[src/sv/rtc3w_pkg.sv]
`default_nettype none

package rtc3w_pkg;

  // Longest burst, in data bytes after the command byte.
  localparam int MaxBurst = 8;
  localparam int BurstW   = $clog2(MaxBurst + 1);

  typedef enum logic [1:0] {
    OpTick  = 2'd0,
    OpWrite = 2'd1,
    OpRead  = 2'd2,
    OpSpare = 2'd3
  } opcode_e;

  typedef enum logic [2:0] {
    PhIdle = 3'd0,
    PhCmd  = 3'd1,
    PhWr   = 3'd2,
    PhRd   = 3'd3,
    PhEnd  = 3'd4
  } phase_e;

  typedef struct packed {
    logic [1:0] opcode;
    logic [7:0] command;
    logic [7:0] write_data;
    logic [3:0] byte_count;
    logic       io_in;
  } in_beat_t;

  typedef struct packed {
    logic       chip_enable;
    logic       serial_clock;
    logic       io_out;
    logic       io_drive;
    logic [7:0] read_byte;
    logic       read_valid;
    logic       read_last;
    logic       need_byte;
    logic       busy_res;
  } out_beat_t;

endpackage

`default_nettype wire

[src/sv/three_wire_rtc_serial_master.sv]
`default_nettype none

// Three-wire serial master for a real-time-clock chip. Every input beat is one
// half-bit tick of the serial link and yields exactly one output beat with the
// pin levels for that tick (chip enable, serial clock, data out and drive
// enable) plus read-data and write-data handshake flags. An opcode of write or
// read while idle starts a transaction: the command byte goes out LSB first
// (data set with the clock low, latched by the slave on the rising edge), then
// byte_count data bytes follow, clamped to one at the low end and to MaxBurst
// at the high end. During writes, need_byte marks the tick on which write_data
// is consumed; during reads the data pin is released and read_valid marks the
// tick on which read_byte is complete, with read_last on the final byte. A
// closing tick keeps chip enable high with the clock low, then chip enable
// drops. Starts that arrive while busy are ignored. The block takes one beat
// per clock: the tick logic sits between the state registers and a single
// output register, and a new beat is accepted whenever that register is empty
// or being drained in the same cycle.
module three_wire_rtc_serial_master
  import rtc3w_pkg::*;
(
  input  wire logic      clk_i,
  input  wire logic      rst_ni,
  input  wire logic      in_valid_i,
  output logic           in_ready_o,
  input  wire in_beat_t  in_data_i,
  output logic           out_valid_o,
  input  wire logic      out_ready_i,
  output out_beat_t      out_data_o
);

  // Transaction state.
  phase_e              phase_q, phase_d;
  logic [7:0]          shift_q, shift_d;
  logic [2:0]          bit_idx_q, bit_idx_d;
  logic                half_q, half_d;
  logic [BurstW-1:0]   left_q, left_d;
  logic                is_read_q, is_read_d;

  // Output register.
  logic                out_valid_q;
  out_beat_t           out_q, out_d;

  logic                in_fire;

  // The output register can take a new beat when it is empty or is being
  // emptied this cycle, so a stalled consumer only stalls us once it backs up.
  assign in_ready_o  = !out_valid_q || out_ready_i;
  assign in_fire     = in_valid_i && in_ready_o;
  assign out_valid_o = out_valid_q;
  assign out_data_o  = out_q;

  always_comb begin
    phase_d   = phase_q;
    shift_d   = shift_q;
    bit_idx_d = bit_idx_q;
    half_d    = half_q;
    left_d    = left_q;
    is_read_d = is_read_q;

    out_d              = '0;
    out_d.io_drive     = 1'b1;

    // A start while idle loads the command and falls straight into the
    // first clock-low tick of command bit 0.
    if (phase_d == PhIdle &&
        (in_data_i.opcode == OpWrite || in_data_i.opcode == OpRead)) begin
      phase_d   = PhCmd;
      shift_d   = in_data_i.command;
      bit_idx_d = '0;
      half_d    = 1'b0;
      is_read_d = (in_data_i.opcode == OpRead);
      if (in_data_i.byte_count == '0) begin
        left_d = BurstW'(1);
      end else if (32'(in_data_i.byte_count) > MaxBurst) begin
        left_d = BurstW'(MaxBurst);
      end else begin
        left_d = BurstW'(in_data_i.byte_count);
      end
    end

    unique case (phase_d)
      PhCmd: begin
        out_d.chip_enable = 1'b1;
        out_d.busy_res    = 1'b1;
        out_d.io_out      = shift_d[0];
        if (!half_d) begin
          half_d = 1'b1;
        end else begin
          out_d.serial_clock = 1'b1;
          half_d             = 1'b0;
          shift_d            = shift_d >> 1;
          if (bit_idx_d == 3'd7) begin
            bit_idx_d = '0;
            shift_d   = '0;
            phase_d   = is_read_d ? PhRd : PhWr;
          end else begin
            bit_idx_d = bit_idx_d + 3'd1;
          end
        end
      end
      PhWr: begin
        out_d.chip_enable = 1'b1;
        out_d.busy_res    = 1'b1;
        if (!half_d) begin
          if (bit_idx_d == '0) begin
            shift_d         = in_data_i.write_data;
            out_d.need_byte = 1'b1;
          end
          out_d.io_out = shift_d[0];
          half_d       = 1'b1;
        end else begin
          out_d.serial_clock = 1'b1;
          out_d.io_out       = shift_d[0];
          shift_d            = shift_d >> 1;
          half_d             = 1'b0;
          if (bit_idx_d == 3'd7) begin
            bit_idx_d = '0;
            if (left_d <= BurstW'(1)) begin
              left_d  = '0;
              phase_d = PhEnd;
            end else begin
              left_d = left_d - BurstW'(1);
            end
          end else begin
            bit_idx_d = bit_idx_d + 3'd1;
          end
        end
      end
      PhRd: begin
        out_d.chip_enable = 1'b1;
        out_d.busy_res    = 1'b1;
        out_d.io_drive    = 1'b0;
        if (!half_d) begin
          // Sample on the clock-low tick; bits enter at the top so the byte
          // lines up LSB first after eight samples.
          shift_d = {in_data_i.io_in, shift_d[7:1]};
          if (bit_idx_d == 3'd7) begin
            out_d.read_valid = 1'b1;
            out_d.read_byte  = shift_d;
            out_d.read_last  = (left_d <= BurstW'(1));
          end
          half_d = 1'b1;
        end else begin
          out_d.serial_clock = 1'b1;
          half_d             = 1'b0;
          if (bit_idx_d == 3'd7) begin
            bit_idx_d = '0;
            if (left_d <= BurstW'(1)) begin
              left_d  = '0;
              phase_d = PhEnd;
            end else begin
              left_d = left_d - BurstW'(1);
            end
          end else begin
            bit_idx_d = bit_idx_d + 3'd1;
          end
        end
      end
      PhEnd: begin
        // Closing tick: chip enable still high, clock low, data driven low.
        out_d.chip_enable = 1'b1;
        out_d.busy_res    = 1'b1;
        phase_d           = PhIdle;
        bit_idx_d         = '0;
        half_d            = 1'b0;
        left_d            = '0;
      end
      default: begin
        phase_d = PhIdle;
      end
    endcase
  end

  always_ff @(posedge clk_i or negedge rst_ni) begin
    if (!rst_ni) begin
      phase_q     <= PhIdle;
      shift_q     <= '0;
      bit_idx_q   <= '0;
      half_q      <= 1'b0;
      left_q      <= '0;
      is_read_q   <= 1'b0;
      out_valid_q <= 1'b0;
    end else begin
      if (in_fire) begin
        phase_q     <= phase_d;
        shift_q     <= shift_d;
        bit_idx_q   <= bit_idx_d;
        half_q      <= half_d;
        left_q      <= left_d;
        is_read_q   <= is_read_d;
        out_valid_q <= 1'b1;
      end else if (out_ready_i) begin
        out_valid_q <= 1'b0;
      end
    end
  end

  always_ff @(posedge clk_i) begin
    if (in_fire) begin
      out_q <= out_d;
    end
  end

  // Between transactions no byte count is left over.
  a_idle_no_bytes : assert property (@(posedge clk_i) disable iff (!rst_ni)
    (phase_q == PhIdle) |-> (left_q == '0))
    else $error("idle with bytes left");

  // A read byte only completes while the data pin is released.
  a_read_released : assert property (@(posedge clk_i) disable iff (!rst_ni)
    (out_valid_q && out_q.read_valid) |-> (!out_q.io_drive && out_q.chip_enable))
    else $error("read byte while driving data pin");

  // Write data is only taken with the pin driven and the clock low.
  a_need_byte_low : assert property (@(posedge clk_i) disable iff (!rst_ni)
    (out_valid_q && out_q.need_byte) |->
      (out_q.io_drive && !out_q.serial_clock && out_q.chip_enable))
    else $error("write byte requested outside a clock-low write tick");

  // The serial clock never toggles outside chip enable.
  a_clock_in_ce : assert property (@(posedge clk_i) disable iff (!rst_ni)
    (out_valid_q && out_q.serial_clock) |-> out_q.chip_enable)
    else $error("serial clock high without chip enable");

  // The first tick after a start from idle is a clock-low command tick.
  a_start_cmd : assert property (@(posedge clk_i) disable iff (!rst_ni)
    (in_fire && phase_q == PhIdle &&
     (in_data_i.opcode == OpWrite || in_data_i.opcode == OpRead)) |=>
      (phase_q == PhCmd && half_q && out_q.chip_enable && !out_q.serial_clock))
    else $error("start did not enter command phase");

endmodule

`default_nettype wire
[config.mk]
export PLATFORM = sky130hd
export DESIGN_NAME = three_wire_rtc_serial_master
export DESIGN_NICKNAME = d
export VERILOG_FILES = /design/src/sv/rtc3w_pkg.sv /design/src/sv/three_wire_rtc_serial_master.sv
export SDC_FILE = /design/constraint.sdc
export NUM_CORES = 1
export LEC_CHECK = 0
export BUFFER_PORTS_ARGS = -buffer_cell sky130_fd_sc_hd__buf_2
export CAP_MARGIN = 30
export CORE_UTILIZATION = 25
export DETAILED_ROUTE_END_ITERATION = 12
export PLACE_DENSITY = 0.54
export SLEW_MARGIN = 20
export SYNTH_ARGS = -nofsm -noshare
export SYNTH_HDL_FRONTEND = slang
export SYNTH_SLANG_ARGS = --single-unit
[constraint.sdc]
create_clock -name clk_i -period 2.58 [get_ports clk_i]
set_input_delay 0.387 -clock clk_i [delete_from_list [all_inputs] [get_ports clk_i]]
set_output_delay 0.387 -clock clk_i [all_outputs]
set_load 0.05 [all_outputs]
# Word level (Yosys, flattened, before mapping)
# Cells that the tools add are included.
# word_totals
register_bits	36
input_bits	27
output_inout_bits	18
word_cells	84
# classes
add_sub_neg	2
order_cmp	2
n_eq_ne	7
n_mux	40
bitwise_logic	3
reduce_logical	15
# ops
cell	n
two-way mux 8 bit	5
two-way mux 3 bit	9
two-way mux 4 bit	6
case mux 8 bit (3 select lines)	1
two-way mux 10 bit	2
case mux 3 bit (2 select lines)	2
two-way mux 11 bit	1
two-way mux 1 bit	10
case mux 4 bit (2 select lines)	1
two-way mux 7 bit	1
equality test 3 x 2 -> 1 bit (second input constant)	2
equality test 3 bit (second input constant)	2
zero test 3 bit	2
OR reduction 2 bit	3
OR reduction 3 bit	2
greater-than comparator 4 bit (second input constant)	1
<= comparator 4 x 1 -> 1 bit (second input constant)	1
zero test 4 bit	1
case mux 1 bit (2 select lines)	2
OR reduction 4 bit	1
subtractor 4 x 1 -> 4 bit (second input constant)	1
adder 3 x 1 -> 3 bit (second input constant)	1
equality test 3 x 1 -> 1 bit (second input constant)	1
NOT 1 bit	3
other kinds (6)	8

# Longest topological paths before layout
# Gate-level depths: netlist of the first run.
# logic_depth
depth_word	9
depth_mapped	16
mapped_depth_nobuf	12

# Worst setup path before layout of the first run
# No wires, ideal clock.
# synth_timing
kind	input -> register
startpoint	input in_data_i[21] (netlist name)
endpoint	register shift_q[0]
setup_time_ns	0.082
arrival_time_ns	3.013
t_required_ns	2.498
setup_slack_ns	-0.515
cell_stages	16
path_buffers	4
cell_sequence	inv_1 ha_1 buf_6 or4_4 buf_6 clkbuf_8 nand2_1 inv_1 ha_1 ha_1 buf_2 nor2_1 mux2i_1 o311a_1 o22a_1 a31oi_1
# synth_via
elab_chain_len	8
word_cells_on_any_way	19
classes_between	eq/ne: 6; mux: 10; reduce/logical: 3
# synth_lines
element	line_no	text
from (decl)	three_wire_rtc_serial_master.sv:25	input wire in_beat_t in_data_i,
equality test 2 x 1 -> 1 bit or equality test 2 bit (tied branches)	three_wire_rtc_serial_master.sv:66	(in_data_i.opcode == OpWrite || in_data_i.opcode == OpRead)) begin
logical OR 1 bit (*)	three_wire_rtc_serial_master.sv:66	
logical AND 1 bit (*)	three_wire_rtc_serial_master.sv:65	if (phase_d == PhIdle &&
two-way mux 3 bit	three_wire_rtc_serial_master.sv:65	
equality test 3 bit or zero test 3 bit (tied branches)	three_wire_rtc_serial_master.sv:92, three_wire_rtc_serial_master.sv:105	
two-way mux 7 bit or two-way mux 8 bit (tied branches)	three_wire_rtc_serial_master.sv:92, three_wire_rtc_serial_master.sv:105	
two-way mux 8 bit, on equally long branches	three_wire_rtc_serial_master.sv:86, three_wire_rtc_serial_master.sv:104	
case mux 8 bit (3 select lines) (*)	three_wire_rtc_serial_master.sv:81	unique case (phase_d)
to (signal assigned)	three_wire_rtc_serial_master.sv:186	shift_q <= shift_d;
to (decl)	three_wire_rtc_serial_master.sv:33	logic [7:0] shift_q, shift_d;
# Every way passes the cells marked *; elsewhere a longest branch is shown, timed or not.
# A chain may end at the register's enable or synchronous reset.

# Final worst setup path of the first run
# layout_timing
startpoint	input in_data_i[21] (netlist name)
endpoint	register shift_q[6]
# Same word-level chain as after synthesis.

==> impl_metrics.json, run 1 <==
{
  "outcome": "complete, no violations",
  "synthSimpleGateAreaFrac": 0.2286,
  "grt_setup_unrepaired": "no",
  "peakVddDrop_mv": 0.2670,
  "setup_viol": 0,
  "synth_edf_count": 15,
  "cts_tree": "yes",
  "worstHoldPathType": "primary input to async pin",
  "final.setup.worst_slack_ns": 0.1358,
  "final_hold_viol_count": 0,
  "drc_errors": 0,
  "syn_area_sq_um": 2436,
  "ctsResizeCount": 0,
  "clkTransAtPathRegs_ns": 0.08,
  "drt_first_iter_violations": 188,
  "cts_buffers": 5,
  "clock_path_buffers": 2,
  "dpl.hpwl_mm": 5.276,
  "place.gp.congestion": 0.8629,
  "tightest_slew_ns": 0.5704,
  "slew-limit-headroom": 0.6197,
  "grt_max_degree": 27,
  "synth_top_family_by_area": "simple AND/OR/NAND/NOR gates",
  "htreeDepth": 2,
  "n_antenna_cell": 0,
  "post-cts-setup-buffers": 0,
  "min_period_ns": 2.444,
  "routedWlPerCell_um": 15.75,
  "fin_skew_ns": 0.007288,
  "finalCritPeriodShare": 0.9473,
  "synthAdderAreaFrac": 0.02568,
  "syn_avg_cell_area_sq_um": 9.023,
  "critPathCaptureType": "flip-flop",
  "ys_seq_area_frac": 0.4006,
  "grt-ovfl-total": 0,
  "cap_violations": 0,
  "slew_violations": 0,
  "r2r_cells": 10,
  "start_util": 0.2612,
  "finalWirelength_mm": 7.293,
  "synthToLayoutAreaGrowth_pct": 27.02,
  "start_kind": "primary input",
  "synthXorXnorAreaFrac": 0,
  "ys_warn_count": 0,
  "r2r-start": "phase_q[2]",
  "ant_nets": 0,
  "synth_area_leaders": "dfrtp_1 (22%), edfxtp_1 (18%), nor2_1 (4.9%), nand2_1 (4.8%), mux2i_1 (4.5%)",
  "core-area_sq_um": 9328,
  "async_flop_share": 0.5833,
  "synthCells": 270,
  "rows": 35,
  "pre_cts_ws_ns": -0.1610,
  "portBuffers": 44,
  "mostFrequentLayoutCell": "buf_2",
  "worstSetupPathType": "primary input to flip-flop",
  "track_usage": 0.1515,
  "dieArea_sq_um": 10140,
  "powerDensity_nw_per_um2": 884.1,
  "synth_compound_area_frac": 0.2162,
  "ys.flop_type": "dfrtp_1",
  "reg2reg_slack_ns": 0.21,
  "grt_antenna_before_repair": 0,
  "synth_cell_types": 60,
  "drive_gt1_frac": 0.3144,
  "cp.required_ns": 2.81,
  "max_freq_mhz": 409.1,
  "finalPower_mw": 2.735,
  "nets": 365,
  "vias": 2264,
  "die_height_um": 100.7,
  "path_max_fanout": 4,
  "insertion_delay_ns": 0.29,
  "synth_top_area_cell": "dfrtp_1",
  "grt_first_pass_wirelength_mm": 11.82,
  "vias_per_cell": 4.890,
  "leakage_nw": 1.332,
  "cts_sinks": 36,
  "finalSetupTns_ns": 0,
  "io_pins": 45,
  "hold_buffers": 0,
  "root_buffer": "clkbuf_8",
  "die_x_um": 100.7,
  "mostFrequentLayoutCells": "buf_2 (44), nor2_1 (32), buf_4 (30), nand2_1 (28), dfrtp_1 (21)",
  "drtPass1Iterations": 4,
  "synthesis.nets": 302,
  "grt_pass1_vias": 2282,
  "ys_seq_elements": 36,
  "timing.rr.end": "shift_q[6]",
  "yosysTopAreaCellShare": 0.2157,
  "synthMuxAreaShare": 0.06985,
  "critPathArrivalTime_ns": 2.67
}
cell usage after synthesis, types with 2 or more instances:
master and count:
nor2_1 32, nor2b_1 6, mux2i_1 11, clkbuf_1 6
a21oi_1 12, buf_6 2, nor3_1 4, edfxtp_1 15
a32oi_1 2, buf_1 3, o211ai_1 5, and2_1 4
o311ai_0 3, a31oi_1 4, a22o_1 2, nand2_1 31
o21ai_0 15, nand2b_1 7, and3b_1 2, inv_1 10
a211oi_1 5, o31ai_1 2, nor3b_1 3, dfrtp_1 21
ha_1 5, o41ai_1 3, nand3b_1 2, mux2_2 4
nand4_1 2, nand3_1 8, or2b_1 2, buf_2 5
o22a_1 4, nor4_1 2
per-layer routing:
metal,global-route usage,wire length [um],share of wire
met1,0.2020,3381,0.46
met4,0.03902,53,0.0073
met5,0,0,0
met3,0.03745,417,0.057
met2,0.2450,3440,0.47
sequential cells by signal, summed over array words and instances, names as in the netlist:
signal       cells
left_q           4
bit_idx_q        3
shift_q          8
half_q           1
out_data_o      15
out_valid_o      1
is_read_q        1
phase_q          3
worst max-delay path, stage by stage:
cell	delay [ns]
buf_2	0.12
inv_6	0.05
ha_4	0.18
or4_4	0.58
nand2_4	0.09
inv_2	0.03
ha_2	0.17
ha_2	0.20
nor3b_1	0.24
nor2b_2	0.24
a2111oi_0	0.11
o21ai_0	0.10
o32a_1	0.15
logic make-up after synthesis:
group | count (synthesis)
AO/OA/AOI/OAI | 74
multiplexers | 16
AND/OR/NAND/NOR | 110
flip-flops | 36
adder cells (fa/ha/maj) | 5
buffers and inverters | 29
through the flow:
stage / util / cell area [sq um] / hold slack (ns) / instances
2_1_floorplan: - / 2506 / 0.09141 / 270
3_3_place_gp: 0.3198 / 2983 / 0.4082 / 455
3_5_place_dp: 0.3198 / 2983 / 0.4086 / 455
4_1_cts: 0.3317 / 3094 / 0.08638 / 463
5_1_grt: 0.3317 / 3094 / 0.09344 / 463
6_report: 0.3317 / 3094 / 0.08283 / 463
power by group:
group | internal, mW | switching, mW | leakage, nW
logic | 0.575 | 0.729 | 0.886
clock network | 0.286 | 0.232 | 0.0541
registers | 0.752 | 0.161 | 0.392
total | 1.61 | 1.12 | 1.33
how the worst max path moves through the flow:
stage	start	endpoint
floorplan	in_data_i[22]	shift_q[0]
global placement	in_data_i[21]	shift_q[0]
detailed placement	in_data_i[21]	left_q[1]
CTS	in_data_i[21]	left_q[1]
global route	in_data_i[21]	shift_q[6]
finish	in_data_i[21]	shift_q[6]
layout make-up:
class / instances / area [sq um]
Fill cell: 984 / 6233
Multi-Input combinational cell: 205 / 1354
Sequential cell: 36 / 975.9
Timing Repair Buffer: 74 / 445.4
Tap cell: 129 / 161.4
Clock buffer: 5 / 68.82
Inverter: 11 / 46.29
Clock inverter: 3 / 42.54
Power figures use the tool's default switching activity.
==> run 2: changes to the inputs <==
Settings changed: BUFFER_PORTS_ARGS -buffer_cell sky130_fd_sc_hd__buf_2 to unset, DONT_BUFFER_PORTS set to 1, PLACE_DENSITY 0.54 to 0.5.
==> run 2 against run 1 <==
  * Critical path depth decreased by 5
  * Non-clock buffer count decreased by 41
  * Via count decreased by 5.7%
  * Sequential share of layout area increased by 2.2 points
  * Global-route usage decreased by 0.52 points
  * Setup slack improved by 0.0047 ns
  * Count of clock-buffer cells in the layout unchanged
  * Design area decreased by 6.3%
  * Die area unchanged
  * Utilization decreased by 2.1 points
==> impl_metrics.json, run 2 (synthesized netlist as in run 1, its figures left out) <==
{
  "final_hold_viol_count": 0,
  "root_buffer": "clkbuf_8",
  "portBuffers": 0,
  "drive_gt1_frac": 0.2218,
  "finalPower_mw": 2.546,
  "grt_max_degree": 22,
  "vias_per_cell": 5.059,
  "min_period_ns": 2.439,
  "clock_path_buffers": 2,
  "cp_slowest_cell": "or4_4",
  "r2r_cells": 8,
  "timing.rr.end": "left_q[0]",
  "mostFrequentLayoutCell": "nor2_1",
  "nets": 324,
  "fin_skew_ns": 0.006260,
  "powerDensity_nw_per_um2": 878.4,
  "endpoint": "left_q[0]",
  "worstSetupPathType": "flip-flop to flip-flop",
  "cts_tree": "yes",
  "path_max_fanout": 15,
  "critPathCaptureType": "flip-flop",
  "slew_violations": 0,
  "peakVddDrop_mv": 0.2653,
  "grt_antenna_before_repair": 0,
  "rows": 35,
  "grt-ovfl-total": 0,
  "n_antenna_cell": 0,
  "cts_buffers": 5,
  "dieArea_sq_um": 10140,
  "grt_setup_unrepaired": "no",
  "core-area_sq_um": 9328,
  "cp_top_family": "simple AND/OR/NAND/NOR gates",
  "die_x_um": 100.7,
  "synthToLayoutAreaGrowth_pct": 19.00,
  "finalWirelength_mm": 6.909,
  "slew-limit-headroom": 0.4072,
  "drtPass1Iterations": 4,
  "insertion_delay_ns": 0.29,
  "ant_nets": 0,
  "cp.required_ns": 2.80,
  "grt_pass1_vias": 2156,
  "max_freq_mhz": 409.9,
  "outcome": "complete, no violations",
  "slowest_delay_ns": 0.58,
  "setup_viol": 0,
  "vias": 2135,
  "final.setup.worst_slack_ns": 0.1406,
  "tightest_slew_ns": 0.8911,
  "mostFrequentLayoutCells": "nor2_1 (32), buf_4 (30), nand2_1 (28), dfrtp_1 (20), edfxtp_1 (15)",
  "pre_cts_ws_ns": -0.03432,
  "cp_cell_sequence": "or4_4 -> buf_4 -> nand2_1 -> o21ai_2 -> ha_1 -> o32ai_2 -> or3b_1 -> a21oi_1",
  "cts_sinks": 36,
  "startpoint": "phase_q[2]",
  "largest_register_ffs": 15,
  "cap_violations": 0,
  "clkTransAtPathRegs_ns": 0.08,
  "track_usage": 0.1463,
  "place.gp.congestion": 0.8218,
  "dpl.hpwl_mm": 5.208,
  "start_util": 0.2612,
  "io_pins": 45,
  "critPathArrivalTime_ns": 2.66,
  "reg2reg_slack_ns": 0.14,
  "worstHoldPathType": "primary input to flip-flop",
  "grt_first_pass_wirelength_mm": 11.45,
  "post-cts-setup-buffers": 0,
  "die_height_um": 100.7,
  "start_kind": "flip-flop",
  "drt_first_iter_violations": 103,
  "routedWlPerCell_um": 16.37,
  "cp.buffers_inverters": 1,
  "drc_errors": 0,
  "r2r-start": "phase_q[2]",
  "finalCritPeriodShare": 0.9455,
  "leakage_nw": 1.173,
  "worst-path-stages": 8,
  "htreeDepth": 2
}
==> run 2: timing repair <==
item	in CTS	in global routing
hold buffers	2	0
endpoints found under the hold margin	21	0
gates resized for setup	0	4
endpoints found under the setup margin	0	4
==> run 2: how the worst min path moves through the flow <==
stage,from,cells after the start,slack [ns],to
6_report,in_valid_i,1,0.20,out_valid_o
5_1_grt,in_valid_i,1,0.20,out_valid_o
4_1_cts,in_valid_i,1,0.20,out_valid_o
3_5_place_dp,rst_ni,0,0.09,shift_q[2]
3_3_place_gp,rst_ni,0,0.09,shift_q[2]
2_1_floorplan,rst_ni,0,0.09,bit_idx_q[0]
==> run 2: layout make-up <==
cell class	count	area, sq um
inverter	11	46.29
fill	1014	6429
tap	129	161.4
multi-input combinational	205	1371
clock buffer	5	68.82
sequential	36	977.2
timing repair buffer	33	260.3
clock inverter	3	13.76
==> run 2: report_power, final <==
| group | internal, mW | leakage, nW | switching, mW |
|---|---|---|---|
| Sequential | 0.755 | 0.390 | 0.255 |
| Combinational | 0.539 | 0.737 | 0.598 |
| Clock | 0.184 | 0.0453 | 0.217 |
| Total | 1.48 | 1.17 | 1.07 |
==> run 2: metal layers <==
| metal | vias to the layer above | part of all wire | global-route usage |
|---|---|---|---|
| met3 | 8 | 0.043 | 0.03259 |
| met2 | 56 | 0.50 | 0.2561 |
| met1 | 1035 | 0.45 | 0.1844 |
| li1 | 1036 | - | - |
| met4 | 0 | 0.011 | 0.03010 |
| met5 | - | 0 | 0 |
==> run 2: worst register-to-register path, stage by stage, from the launching register on <==
cell and delay (ns):
dfrtp_2 0.47, or4_4 0.58, buf_4 0.23, nand2_1 0.10
o21ai_2 0.07, ha_1 0.21, o32ai_2 0.23, or3b_1 0.37
a21oi_1 0.12
==> run 2: metrics by stage <==
step           area, sq um  utilization  std cells  setup TNS [ns]  hold WS, ns
2_1_floorplan         2506            -        270          -2.700      0.09141
3_3_place_gp          2763       0.2962        411               0      0.09227
3_5_place_dp          2763       0.2962        411        -0.06254      0.09229
4_1_cts               2875       0.3082        421               0       0.2034
5_1_grt               2899       0.3108        422               0       0.1973
6_report              2899       0.3108        422               0       0.2034
==> run 3: changes to the inputs <==
Settings changed: RECOVER_POWER set to 100.
==> run 3 against run 2 <==
  * Total power fell by 1.2%
  * Sequential power barely moved
  * Sequential cell count did not move
  * Clock power barely moved
  * Critical path depth rose by 2
  * Largest cell class unchanged
==> impl_metrics.json, run 3 (synthesized netlist as in run 1, its figures left out) <==
{
  "dpl.hpwl_mm": 5.208,
  "drc_errors": 0,
  "ant_nets": 0,
  "io_pins": 45,
  "n_antenna_cell": 0,
  "die_x_um": 100.7,
  "vias": 2127,
  "start_kind": "flip-flop",
  "max_freq_mhz": 405.6,
  "slowest_delay_ns": 0.58,
  "htreeDepth": 2,
  "fin_skew_ns": 0.005678,
  "final.setup.worst_slack_ns": 0.1147,
  "insertion_delay_ns": 0.29,
  "synthToLayoutAreaGrowth_pct": 17.05,
  "drive_gt1_frac": 0.1911,
  "cp_slowest_cell": "or4_4",
  "place_inst": 411,
  "post-cts-setup-buffers": 0,
  "slew-limit-headroom": 0.1302,
  "nets": 324,
  "finalSetupTns_ns": 0,
  "clkTransAtPathRegs_ns": 0.08,
  "worstSetupPathType": "flip-flop to flip-flop",
  "portBuffers": 0,
  "setup_viol": 0,
  "vias_per_cell": 5.040,
  "cts_tree": "yes",
  "die_height_um": 100.7,
  "finalWirelength_mm": 6.907,
  "largest_register_ffs": 15,
  "path_max_fanout": 6,
  "tightest_slew_ns": 1.305,
  "grt-ovfl-total": 0,
  "dieArea_sq_um": 10140,
  "rows": 35,
  "peakVddDrop_mv": 0.2635,
  "pre_cts_ws_ns": -0.03432,
  "mostFrequentLayoutCells": "nor2_1 (32), nand2_1 (29), dfrtp_1 (20), buf_4 (20)",
  "critPathCaptureType": "flip-flop",
  "final_hold_viol_count": 0,
  "grt_antenna_before_repair": 0,
  "cp_top_family": "simple AND/OR/NAND/NOR gates",
  "drtPass1Iterations": 4,
  "min_period_ns": 2.465,
  "cts_sinks": 36,
  "powerDensity_nw_per_um2": 882.0,
  "finalCritPeriodShare": 0.9555,
  "crit_top_cell": "ha_2",
  "final_cells": 422,
  "cp.required_ns": 2.79,
  "place.gp.congestion": 0.8218,
  "hold-worst-slack_ns": 0.2041,
  "grt_pass1_vias": 2156,
  "clock_path_buffers": 2,
  "critPathArrivalTime_ns": 2.68,
  "mostFrequentLayoutCell": "nor2_1",
  "cap_violations": 0,
  "cts_buffers": 5,
  "grt_first_pass_wirelength_mm": 11.45,
  "drt_first_iter_violations": 101,
  "grt_setup_unrepaired": "no",
  "cp_cell_sequence": "or4_4 -> nand2_4 -> inv_2 -> ha_2 -> ha_2 -> nor2_1 -> mux2i_1 -> o311a_1 -> o22a_1 -> a31oi_1",
  "start_util": 0.2612,
  "grt_max_degree": 22,
  "slew_violations": 0,
  "utilization": 0.3057,
  "track_usage": 0.1463,
  "core-area_sq_um": 9328,
  "root_buffer": "clkbuf_8",
  "outcome": "complete, no violations",
  "routedWlPerCell_um": 16.37,
  "worstHoldPathType": "primary input to flip-flop",
  "cp.buffers_inverters": 1,
  "leakage_nw": 1.135
}
-- run 3: final cells by class --
type                            instances  area [sq um]
Multi-Input combinational cell        205          1369
Fill cell                            1020          6476
Clock buffer                            5         68.82
Inverter                               11         46.29
Timing Repair Buffer                   33         215.2
Tap cell                              129         161.4
Sequential cell                        36         977.2
Clock inverter                          3         13.76
-- run 3: metrics by stage --
stage / power (mW) / area (sq um)
2_1_floorplan: 1.805 / 2506
3_3_place_gp: 2.123 / 2763
3_5_place_dp: 2.134 / 2763
4_1_cts: 2.549 / 2875
5_1_grt: 2.714 / 2851
6_report: 2.515 / 2851
-- run 3: final timing paths --
kind,startpoint,endpoint,slack (ns),depth (start not counted)
setup / recovery,phase_q[2],shift_q[0],0.11,10
hold / removal,in_valid_i,out_valid_o,0.20,1
setup reg to reg,phase_q[2],shift_q[0],0.11,10
hold reg to reg,is_read_q,is_read_q,0.51,1
max in group asynchronous,rst_ni,phase_q[2],0.77,2
min in group asynchronous,rst_ni,shift_q[6],0.94,2
-- run 3: power breakdown --
part | total [mW] | leakage, nW | internal [mW] | switching (mW)
sequential | 1.01 | 0.390 | 0.755 | 0.254
combinational | 1.11 | 0.700 | 0.515 | 0.593
clock | 0.399 | 0.0453 | 0.184 | 0.216
-- run 3: worst reg2reg max path: stages, from the launching register on --
cell and delay [ns]:
dfrtp_2 0.47, or4_4 0.58, nand2_4 0.09, inv_2 0.03
ha_2 0.17, ha_2 0.23, nor2_1 0.12, mux2i_1 0.08
o311a_1 0.35, o22a_1 0.16, a31oi_1 0.12
-- run 3: what timing repair did --
action                     CTS  global route
hold buffers                 2             0
setup endpoints to repair    0             4
resized for setup            0             4
hold endpoints to repair    21             0
-- run 3: routing by layer --
metal  wire, um  vias up  global-route usage
met1       3070     1025              0.1844
met2       3438       55              0.2561
met5          0        -                   0
met3        318        8             0.03259
li1           -     1039                   -
met4         78        0             0.03010
